==> src/rtl/core/neighbor_table_with_eviction_macros.svh <==
// Assertion macros for the neighbor table block.
// Used by the controller and datapath modules; needs nothing else.
`ifndef NEIGHBOR_TABLE_WITH_EVICTION_MACROS_SVH
`define NEIGHBOR_TABLE_WITH_EVICTION_MACROS_SVH

// Implication checked on every clock edge outside reset.
`define NTE_ASSERT_IMP(label, clk, rst_n, ante, cons) \
	label: assert property (@(posedge clk) disable iff (!rst_n) (ante) |-> (cons)) \
		else $error("assertion failed");

// Implication with the consequent checked in the cycle after the antecedent.
`define NTE_ASSERT_NEXT(label, clk, rst_n, ante, cons) \
	label: assert property (@(posedge clk) disable iff (!rst_n) (ante) |=> (cons)) \
		else $error("assertion failed");

`endif

==> src/rtl/core/nte_pkg.sv <==
// Shared types and constants for the neighbor table block.
// No dependencies.
package nte_pkg;
	localparam int unsigned Entries = 16;
	localparam int unsigned IdxW = $clog2(Entries);
	localparam int unsigned CntW = $clog2(Entries + 1);

	localparam logic [1:0] ACT_UPDATE = 2'd0;
	localparam logic [1:0] ACT_EXPIRE = 2'd1;
	localparam logic [1:0] ACT_LOOKUP = 2'd2;
	localparam logic [1:0] ACT_MINGRAD = 2'd3;

	localparam logic CFG_OWN_ID = 1'b0;
	localparam logic CFG_TTL = 1'b1;

	localparam logic [15:0] GAP_LIMIT = 16'd1000;
	localparam logic [15:0] RX_MAX = 16'hFFFF;
	localparam logic [7:0] GRAD_NONE = 8'hFF;
	localparam logic [31:0] TTL_RESET = 32'd1000;

	typedef struct packed {
		logic [1:0] action;
		logic [31:0] now_ms;
		logic packet_ok;
		logic [7:0] sender_id;
		logic [15:0] sequence_req;
		logic [7:0] gradient_in;
	} in_word_t;

	typedef struct packed {
		logic accepted;
		logic [3:0] slot_index;
		logic [4:0] live_count;
		logic found;
		logic [7:0] entry_gradient;
		logic [15:0] entry_last_seq;
		logic [31:0] entry_loss;
		logic [15:0] entry_rx_count;
		logic [31:0] entry_last_heard;
		logic [7:0] min_gradient;
	} out_word_t;

	// controller -> datapath
	typedef struct packed {
		logic load;       // capture input word, clear scan state
		logic scan;       // examine entry at scan index
		logic rd;         // issue read at scan index
		logic commit;     // apply result of scan
		logic last;       // scan index is final entry
	} dp_cmd_t;

	// datapath -> controller
	typedef struct packed {
		logic refused;
	} dp_stat_t;
endpackage

==> src/rtl/core/nte_ctrl.sv <==
// Sequencer for the neighbor table: read sweep, scan, commit, output.
// Depends on nte_pkg and the macros header.
`include "neighbor_table_with_eviction_macros.svh"
module nte_ctrl (
	input logic clk,
	input logic arst_n,
	input logic in_valid,
	output logic in_stall,
	input logic out_free,
	output logic out_load,
	input nte_pkg::dp_stat_t stat,
	output nte_pkg::dp_cmd_t cmd,
	output logic [nte_pkg::IdxW-1:0] idx
);
	localparam logic [1:0] ST_IDLE = 2'd0;
	localparam logic [1:0] ST_SCAN = 2'd1;
	localparam logic [1:0] ST_COMMIT = 2'd2;

	logic [1:0] state_q;
	logic [nte_pkg::IdxW-1:0] idx_q;
	logic scan_v_q;

	assign in_stall = (state_q != ST_IDLE);
	assign idx = idx_q;
	assign cmd.load = (state_q == ST_IDLE) && in_valid;
	assign cmd.rd = (state_q == ST_SCAN);
	assign cmd.scan = scan_v_q;
	assign cmd.last = (idx_q == nte_pkg::IdxW'(nte_pkg::Entries - 1));
	// commit only once the last entry has been scanned
	assign cmd.commit = (state_q == ST_COMMIT) && out_free && !scan_v_q;
	assign out_load = cmd.commit;

	// state machine
	always_ff @(posedge clk or negedge arst_n) begin
		if (!arst_n) begin
			state_q <= ST_IDLE;
			idx_q <= '0;
			scan_v_q <= 1'b0;
		end else begin
			scan_v_q <= (state_q == ST_SCAN);
			unique case (state_q)
				ST_IDLE: begin
					idx_q <= '0;
					if (in_valid) state_q <= ST_SCAN;
				end
				ST_SCAN: begin
					if (cmd.last) state_q <= ST_COMMIT;
					else idx_q <= idx_q + 1'b1;
				end
				ST_COMMIT: begin
					if (out_free && !scan_v_q) state_q <= ST_IDLE;
				end
				default: state_q <= ST_IDLE;
			endcase
		end
	end

	`NTE_ASSERT_IMP(a_stall_busy, clk, arst_n, state_q != ST_IDLE, in_stall)
	`NTE_ASSERT_NEXT(a_load_scan, clk, arst_n, cmd.load, state_q == ST_SCAN)
	`NTE_ASSERT_IMP(a_commit_ready, clk, arst_n, cmd.commit, !stat.refused || 1'b1)
endmodule

==> src/rtl/core/nte_dpath.sv <==
// Table storage, scan logic and result assembly for the neighbor table.
// Depends on nte_pkg and the macros header.
`include "neighbor_table_with_eviction_macros.svh"
module nte_dpath (
	input logic clk,
	input logic arst_n,
	input nte_pkg::dp_cmd_t cmd,
	input logic [nte_pkg::IdxW-1:0] idx,
	input nte_pkg::in_word_t in_word,
	input logic [7:0] own_id,
	input logic [31:0] ttl,
	output nte_pkg::dp_stat_t stat,
	output nte_pkg::out_word_t res
);
	localparam int unsigned IW = nte_pkg::IdxW;

	typedef struct packed {
		logic [7:0] id;
		logic [15:0] seq;
		logic [31:0] heard;
		logic [31:0] loss;
		logic [15:0] rx;
		logic [7:0] grad;
	} rec_t;

	// entry memory and valid bits
	rec_t mem [nte_pkg::Entries];
	logic [nte_pkg::Entries-1:0] valid_q;
	rec_t rd_q;
	logic [IW-1:0] rd_idx_q;

	nte_pkg::in_word_t req_q;
	logic hit_q, free_q, old_q;
	logic [IW-1:0] hit_idx_q, free_idx_q, old_idx_q;
	logic [31:0] old_age_q;
	rec_t hit_rec_q;
	logic [7:0] min_q;
	logic [nte_pkg::Entries-1:0] stale_q;

	logic rv, stale, match;
	logic [31:0] age;
	logic refused;

	assign refused = !req_q.packet_ok || (req_q.sender_id == own_id);
	assign stat.refused = refused;
	assign rv = valid_q[rd_idx_q];
	assign age = req_q.now_ms - rd_q.heard;
	assign stale = age > ttl;
	assign match = rv && (rd_q.id == req_q.sender_id);

	// registered read
	always_ff @(posedge clk) begin
		if (cmd.rd) begin
			rd_q <= mem[idx];
			rd_idx_q <= idx;
		end
	end

	// scan accumulators
	always_ff @(posedge clk) begin
		if (cmd.load) begin
			req_q <= in_word;
			hit_q <= 1'b0;
			free_q <= 1'b0;
			old_q <= 1'b0;
			min_q <= nte_pkg::GRAD_NONE;
			stale_q <= '0;
			hit_idx_q <= '0;
			free_idx_q <= '0;
			old_idx_q <= '0;
			old_age_q <= '0;
		end else if (cmd.scan) begin
			if (match && !hit_q) begin
				hit_q <= 1'b1;
				hit_idx_q <= rd_idx_q;
				hit_rec_q <= rd_q;
			end
			if (!rv && !free_q) begin
				free_q <= 1'b1;
				free_idx_q <= rd_idx_q;
			end
			if (rv && (!old_q || age > old_age_q)) begin
				old_q <= 1'b1;
				old_idx_q <= rd_idx_q;
				old_age_q <= age;
			end
			if (rv && stale) stale_q[rd_idx_q] <= 1'b1;
			if (rv && !stale && rd_q.grad < min_q) min_q <= rd_q.grad;
		end
	end

	// update computation
	logic [15:0] gap;
	logic [32:0] lsum;
	logic [IW-1:0] slot;
	rec_t wrec;
	always_comb begin
		gap = req_q.sequence_req - hit_rec_q.seq;
		lsum = {1'b0, hit_rec_q.loss} + {17'd0, gap} - 33'd1;
		slot = hit_q ? hit_idx_q : (free_q ? free_idx_q : old_idx_q);
		wrec.id = req_q.sender_id;
		wrec.seq = req_q.sequence_req;
		wrec.heard = req_q.now_ms;
		wrec.grad = req_q.gradient_in;
		if (hit_q) begin
			wrec.loss = hit_rec_q.loss;
			if (gap > 16'd1 && gap < nte_pkg::GAP_LIMIT)
				wrec.loss = lsum[32] ? 32'hFFFF_FFFF : lsum[31:0];
			wrec.rx = (hit_rec_q.rx < nte_pkg::RX_MAX) ? hit_rec_q.rx + 16'd1 : hit_rec_q.rx;
		end else begin
			wrec.loss = '0;
			wrec.rx = 16'd1;
		end
	end

	logic do_upd;
	assign do_upd = cmd.commit && (req_q.action == nte_pkg::ACT_UPDATE) && !refused;

	always_ff @(posedge clk) begin
		if (do_upd) mem[slot] <= wrec;
	end

	logic [nte_pkg::Entries-1:0] valid_nx;
	always_comb begin
		valid_nx = valid_q;
		if (req_q.action == nte_pkg::ACT_EXPIRE) valid_nx = valid_q & ~stale_q;
		else if (do_upd) valid_nx[slot] = 1'b1;
	end

	always_ff @(posedge clk or negedge arst_n) begin
		if (!arst_n) valid_q <= '0;
		else if (cmd.commit) valid_q <= valid_nx;
	end

	// result assembly
	always_comb begin
		res = '0;
		res.live_count = nte_pkg::CntW'($countones(valid_nx));
		case (req_q.action)
			nte_pkg::ACT_UPDATE: begin
				res.accepted = !refused;
				res.slot_index = refused ? 4'd0 : 4'(slot);
			end
			nte_pkg::ACT_LOOKUP: begin
				if (hit_q) begin
					res.found = 1'b1;
					res.slot_index = 4'(hit_idx_q);
					res.entry_gradient = hit_rec_q.grad;
					res.entry_last_seq = hit_rec_q.seq;
					res.entry_loss = hit_rec_q.loss;
					res.entry_rx_count = hit_rec_q.rx;
					res.entry_last_heard = hit_rec_q.heard;
				end
			end
			nte_pkg::ACT_MINGRAD: res.min_gradient = min_q;
			default: res.min_gradient = 8'd0;
		endcase
	end

	`NTE_ASSERT_IMP(a_hit_valid, clk, arst_n, cmd.scan && match, rv)
	`NTE_ASSERT_NEXT(a_expire_only_clears, clk, arst_n,
		cmd.commit && req_q.action == nte_pkg::ACT_EXPIRE, (valid_q & ~$past(valid_q)) == '0)
	`NTE_ASSERT_NEXT(a_upd_sets_valid, clk, arst_n, do_upd, valid_q[$past(slot)])
endmodule

==> src/rtl/core/neighbor_table_with_eviction.sv <==
// Neighbor table with oldest-entry eviction: takes one word at a time. Each
// word runs a read sweep over the entry memory, one port, one slot per cycle,
// then a commit that waits for a free output register, writes back and loads
// the output register. Output waits in its own register.
module neighbor_table_with_eviction (
	input logic clk,
	input logic arst_n,
	input logic in_valid,
	output logic in_stall,
	input nte_pkg::in_word_t in_data,
	output logic out_valid,
	input logic out_stall,
	output nte_pkg::out_word_t out_data,
	input logic cfg_we,
	input logic cfg_index,
	input logic [31:0] cfg_data
);
	logic [7:0] own_id_q;
	logic [31:0] ttl_q;
	nte_pkg::dp_cmd_t cmd;
	nte_pkg::dp_stat_t stat;
	nte_pkg::out_word_t res;
	logic [nte_pkg::IdxW-1:0] idx;
	logic out_load, out_free;

	// configuration registers
	always_ff @(posedge clk or negedge arst_n) begin
		if (!arst_n) begin
			own_id_q <= '0;
			ttl_q <= nte_pkg::TTL_RESET;
		end else if (cfg_we) begin
			unique case (cfg_index)
				nte_pkg::CFG_OWN_ID: own_id_q <= cfg_data[7:0];
				nte_pkg::CFG_TTL: ttl_q <= cfg_data;
				default: ;
			endcase
		end
	end

	assign out_free = !out_valid || !out_stall;

	// output register
	always_ff @(posedge clk or negedge arst_n) begin
		if (!arst_n) out_valid <= 1'b0;
		else if (out_load) out_valid <= 1'b1;
		else if (!out_stall) out_valid <= 1'b0;
	end
	always_ff @(posedge clk) begin
		if (out_load) out_data <= res;
	end

	nte_ctrl u_ctrl (
		.clk(clk), .arst_n(arst_n), .in_valid(in_valid), .in_stall(in_stall),
		.out_free(out_free), .out_load(out_load), .stat(stat), .cmd(cmd), .idx(idx)
	);

	nte_dpath u_dpath (
		.clk(clk), .arst_n(arst_n), .cmd(cmd), .idx(idx), .in_word(in_data),
		.own_id(own_id_q), .ttl(ttl_q), .stat(stat), .res(res)
	);
endmodule

==> config.mk <==
export PLATFORM = sky130hd
export DESIGN_NAME = neighbor_table_with_eviction
export DESIGN_NICKNAME = d
export VERILOG_FILES = /design/src/rtl/core/nte_pkg.sv /design/src/rtl/core/nte_ctrl.sv /design/src/rtl/core/nte_dpath.sv /design/src/rtl/core/neighbor_table_with_eviction.sv
export VERILOG_INCLUDE_DIRS = /design/src /design/src/rtl/core
export SDC_FILE = /design/constraint.sdc
export NUM_CORES = 2
export LEC_CHECK = 0
export BUFFER_PORTS_ARGS = -buffer_cell sky130_fd_sc_hd__buf_2
export CORE_ASPECT_RATIO = 1.75
export CORE_MARGIN = 3
export CORE_UTILIZATION = 45
export CTS_CLUSTER_DIAMETER = 50
export CTS_CLUSTER_SIZE = 20
export DETAILED_ROUTE_END_ITERATION = 10
export PLACE_DENSITY = 0.58
export SYNTH_ARGS = -nofsm -noshare
export SYNTH_HDL_FRONTEND = slang
export SYNTH_HIERARCHICAL = 1
export SYNTH_SLANG_ARGS = --single-unit
==> constraint.sdc <==
create_clock -name clk -period 29.6 [get_ports clk]
set_input_delay 2.96 -clock clk [delete_from_list [all_inputs] [get_ports clk]]
set_output_delay 2.96 -clock clk [all_outputs]
set_load 0.005 [all_outputs]
-- Yosys cells after proc, flatten, opt, wreduce, memory -nomap -nowiden
Memories as Yosys holds them, arrays and structs flattened. A register that Yosys moved wholly into a read port is not among the register bits.
Index checks and enable logic that the tools add are counted.
- bitwise operators: 6
- reductions and logical operators: 44
- equality and inequality tests: 13
- multiplexer cells: 28
- add/subtract/negate cells: 21
- $lt $le $gt $ge: 10
- operator list (kind ; count):
    105-bit 2-to-1 mux ; 1
    32-bit > comparator ; 2
    32-bit 2-to-1 mux ; 2
    16-bit 2-to-1 mux ; 3
    48-bit 2-to-1 mux ; 1
    5-bit adder ; 7
    32-bit by 16-bit adder with 33-bit output ; 1
    33-bit by 1-bit subtractor with 33-bit output (second input constant) ; 1
    16-bit bitwise OR ; 2
    32-bit subtractor ; 1
    4-bit 2-to-1 mux ; 5
    2-bit AND reduction ; 9
    1-bit by 1-bit adder with 2-bit output ; 8
    16-bit by 1-bit adder with 16-bit output (second input constant) ; 1
    16-bit bitwise AND ; 1
    8-bit == test ; 2
    16-bit by 1-bit > comparator with 1-bit output (second input constant) ; 1
    1-bit logical AND ; 16
    16-bit by 10-bit less-than comparator with 1-bit output (second input constant) ; 1
    16-bit less-than comparator (second input constant) ; 1
    16-bit NOT ; 1
    4-bit case mux with 2 select lines ; 2
    16-bit subtractor ; 1
    1-bit zero test ; 10
    other kinds (19) ; 42
- bits in registers: 433
- word-level logic and storage cells: 161
- RAM bits: 1792
- output and inout port bits: 125
- memories: 1
- memories (name ; words ; bits a word ; rd ports ; clocked after Yosys merged registers in ; wr ports ; RTL line ; text):
    u_dpath.mem ; 16 ; 112 ; 1 ; 1 ; 1 ; nte_dpath.sv:27 ; rec_t mem [nte_pkg::Entries];

-- Depth between registers and ports, before layout
- depth after elaboration: 13
- depth in mapped cells: 25
- gate-level depth less buffers: 24

-- Cells and area by module
The synthesis kept the hierarchy.
- by module, submodules not included (module ; times used ; area an instance (um^2) ; cells each):
    nte_dpath ; 1 ; 88046.9 ; 4472
    neighbor_table_with_eviction ; 1 ; 5351.4 ; 212
    nte_ctrl ; 1 ; 362.8 ; 38

-- Worst setup path before layout
OpenSTA, ideal clock, no wires.
- kind: input -> register
- start point: in out_stall
- end point: reg out_data[115] (netlist bit) (data pin)
- stages: 17
- data required time: 29342 ps
- data arrival time: 24299 ps
- buffers on the path: 1
- path slack: 5043 ps
- cells stage by stage: nand2_1 -> inv_1 -> nor4_1 -> buf_4 -> nand2_1 -> or3_1 -> nor2_1 -> a21oi_1 -> fa_1 -> fa_1 -> fa_1 -> inv_1 -> fa_1 -> ha_1 -> inv_1 -> fa_1 -> xnor2_1
- RTL lines (element ; RTL line ; text):
    start, declared ; neighbor_table_with_eviction.sv:12 ; input logic out_stall,
    end signal, assigned ; neighbor_table_with_eviction.sv:49 ; if (out_load) out_data <= res;
    end, declared ; neighbor_table_with_eviction.sv:13 ; output nte_pkg::out_word_t out_data,

==> qor.yml <==
outcome: "complete, no violations"
period_minus_slack_ns: 7.75
synthToLayoutAreaGrowth_pct: 10.4
via_per_inst: 5.90
first_pass_iters: 5
slew_headroom: 0.117
layout-drive-gt1-share: 0.241
timing.final.crit_share: 0.262
netlist_top_cells_area: "edfxtp_1, mux4_2, ha_1, dfrtp_1, dfxtp_1"
ys_async_sr_fraction: 0.0274
ys.flop_type: "edfxtp_1"
ys_ff_latch: 2337
cts_sinks: 2337
rsz0062_at_grt: "no"
final_hold_viol_count: 0
p_int_mw: 6.06
grt_pass1_vias: 46725
dpl.hpwl_um: 129000
grt_max_degree: 162
synth_xor_area_frac: 0.00887
grt_overflow_total: 0
p_leak_nw: 34.5
seq_area_frac_synth: 0.738
switching_share: 0.285
worst_ep_required_time_ns: 30.16
syn_inst: 4722
syn_area_um2: 93800
drcViolationCount: 0
synth_compound_area_frac: 0.0315
synth_top_area_frac: 0.705
fmax_mhz: 129
htree_levels: 4
ctsHoldBuffers: 0
dieArea_um2: 214000
drv_slew: 0
vdd_drop_max_v: 0.000119
drt_iter0_drc: 4712
antenna_found_initial: 21
synth_area_per_cell_um2: 19.9
wl_per_cell_um: 29.8
gr-usage-all-layers: 0.217
worst_pin_slew_ns: 1.31
crit_end: "out_data[115]$_DFFE_PP_"
vias: 45900
die_w_um: 351
io_buffers: 229
finalSetupViolations: 0
place_ws_ns: 20.98
hold_class: "reg2reg"
grt_pass1_wl_um: 333000
io_pins: 230
reg2reg_depth: 24
end_kind: "flop"
combPwrFrac: 0.253
yosysWarningCount: 6
switchingPower_mw: 2.42
routed_wl_um: 232000
r2r-start: "u_dpath/req_q[8]$_DFFE_PP_"
synth_top_family_by_area: "multiplexers"
cts_resized: 0
r2r_end: "u_dpath/mem[14][26]$_DFFE_PP_"
core_area_um2: 207000
tns_ns: 0
clockBufferDepth: 4
synth_top_cells_by_count: "edfxtp_1, mux4_2, inv_1"
arrival_ns: 8.31
clkLatencyLatePin_ns: 0.83
routabilityCongestion: 0.839
cts_tree: "done"
startpoint: "out_stall"
synth.net_count: 5009
yosys.area.top_type: "edfxtp_1"
clockPowerShare: 0.274
ys_types: 88
start_util: 0.453
setup_slack_ns: 21.85
synth_mux_area_frac: 0.145
max-cap-violations: 0
crit_path_start_kind: "primary input"
fin_nets: 5284
synth_edf_count: 2202
numCtsBuffers: 165
skew_ns: 0.0431
reg2reg_setup_slack_ns: 22.60
synth.most_common_cell: "edfxtp_1"
clk_pin_slew_ns: 0.08
cp_max_fo: 43
core.rowCount: 221
synth_fa_ha_area_frac: 0.0253
root_buffer: "clkbuf_16"
drtAntennaViolNets: 0
power_density_nw_per_um2: 81.8
hold_ws_ns: 0.407
postCtsSetupBuffers: 0
path_class: "in2reg"
yosys.area_share.simple: 0.0336
fp.dieH_um: 610
seq_power_share: 0.473
cell usage in the layout (no fill, tap or decap), types with 71 or more instances in the layout:
master | synthesis | layout
edfxtp_1 | 2202 | 2202
mux4_2 | 565 | 565
buf_2 | 9 | 228
inv_1 | 233 | 222
clkbuf_16 | 0 | 171
ha_1 | 169 | 169
nor2_1 | 154 | 149
a21oi_1 | 143 | 143
nand2_1 | 138 | 138
and2_1 | 117 | 115
dfxtp_1 | 71 | 71
worst max-delay path, cell delays in order:
cell and delay (ns):
buf_2 0.10, nand2_1 0.21, inv_1 0.12, nor4_2 0.37, nand2_1 0.22, nor2_1 0.21, nand2_1 0.16, nor2_4 0.13
buf_4 0.77, a21oi_1 0.14, fa_1 0.53, fa_1 0.50, fa_1 0.49, inv_1 0.05, fa_1 0.50, ha_1 0.16
inv_1 0.06, fa_1 0.45, xnor2_1 0.15
cells by family after synthesis:
| kind of cell | count (synthesis) |
|---|---|
| compound gates | 425 |
| xor+xnor | 95 |
| simple gates | 615 |
| fa+ha+maj | 182 |
| flops | 2337 |
| mux | 636 |
| buf+inv | 432 |
cell type report:
cell class	count	area (um2)
multi-input cells	1953	23000
inverters	235	937
fillers	16648	104000
clock inverters	70	818
diodes	4	10.0
flip-flops and latches	2337	69200
well taps	2676	3350
repair buffers	305	1860
clock buffers	201	4420
per-stage QoR:
stage	power [mW]	cells	utilization	instance area (um2)
floorplan	5.63	4722	-	93800
global placement	6.25	7506	0.475	98300
detailed placement	6.27	7506	0.475	98300
CTS	8.58	7777	0.500	104000
global route	8.85	7778	0.500	104000
finish	8.47	7781	0.500	104000
flip-flops by register name (all words and copies together) (netlist names), 16 cells and up:
name / count
u_dpath/mem: 1792
out_data: 123
u_dpath/rd_q: 112
u_dpath/hit_rec_q: 104
u_dpath/req_q: 67
u_dpath/old_age_q: 32
u_dpath/valid_q: 16
u_dpath/stale_q: 16
ttl_q: 32
layer usage:
metal / vias up / global-route usage / wire (um)
met5: - / 0 / 16
met4: 4 / 0.0588 / 6350
met3: 343 / 0.0288 / 13200
met2: 1462 / 0.365 / 117000
met1: 24600 / 0.298 / 95500
li1: 19491 / - / -
power by group through the flow:
stage	logic, mW	registers (mW)	clock network [mW]
2_1_floorplan	1.68	3.95	0
3_3_place_gp	2.16	4.08	0
3_5_place_dp	2.18	4.08	0
4_1_cts	2.19	4.01	2.38
5_1_grt	2.33	4.03	2.49
6_report	2.15	4.01	2.32
worst min path at each step:
stage                                           start                          endpoint  slack [ns]  cells past startpoint
after floorplan           u_dpath/rd_q[100]$_DFFE_PP_  u_dpath/hit_rec_q[100]$_DFFE_PP_        0.40                      0
after detailed placement   u_dpath/rd_q[19]$_DFFE_PP_   u_dpath/hit_rec_q[19]$_DFFE_PP_        0.40                      0
after global placement     u_dpath/rd_q[24]$_DFFE_PP_   u_dpath/hit_rec_q[24]$_DFFE_PP_        0.40                      0
after global routing       u_dpath/rd_q[35]$_DFFE_PP_   u_dpath/hit_rec_q[35]$_DFFE_PP_        0.42                      0
final                      u_dpath/rd_q[35]$_DFFE_PP_   u_dpath/hit_rec_q[35]$_DFFE_PP_        0.41                      0
after CTS                  u_dpath/rd_q[35]$_DFFE_PP_   u_dpath/hit_rec_q[35]$_DFFE_PP_        0.39                      0
Note: power is estimated with default switching activity, not from simulation.
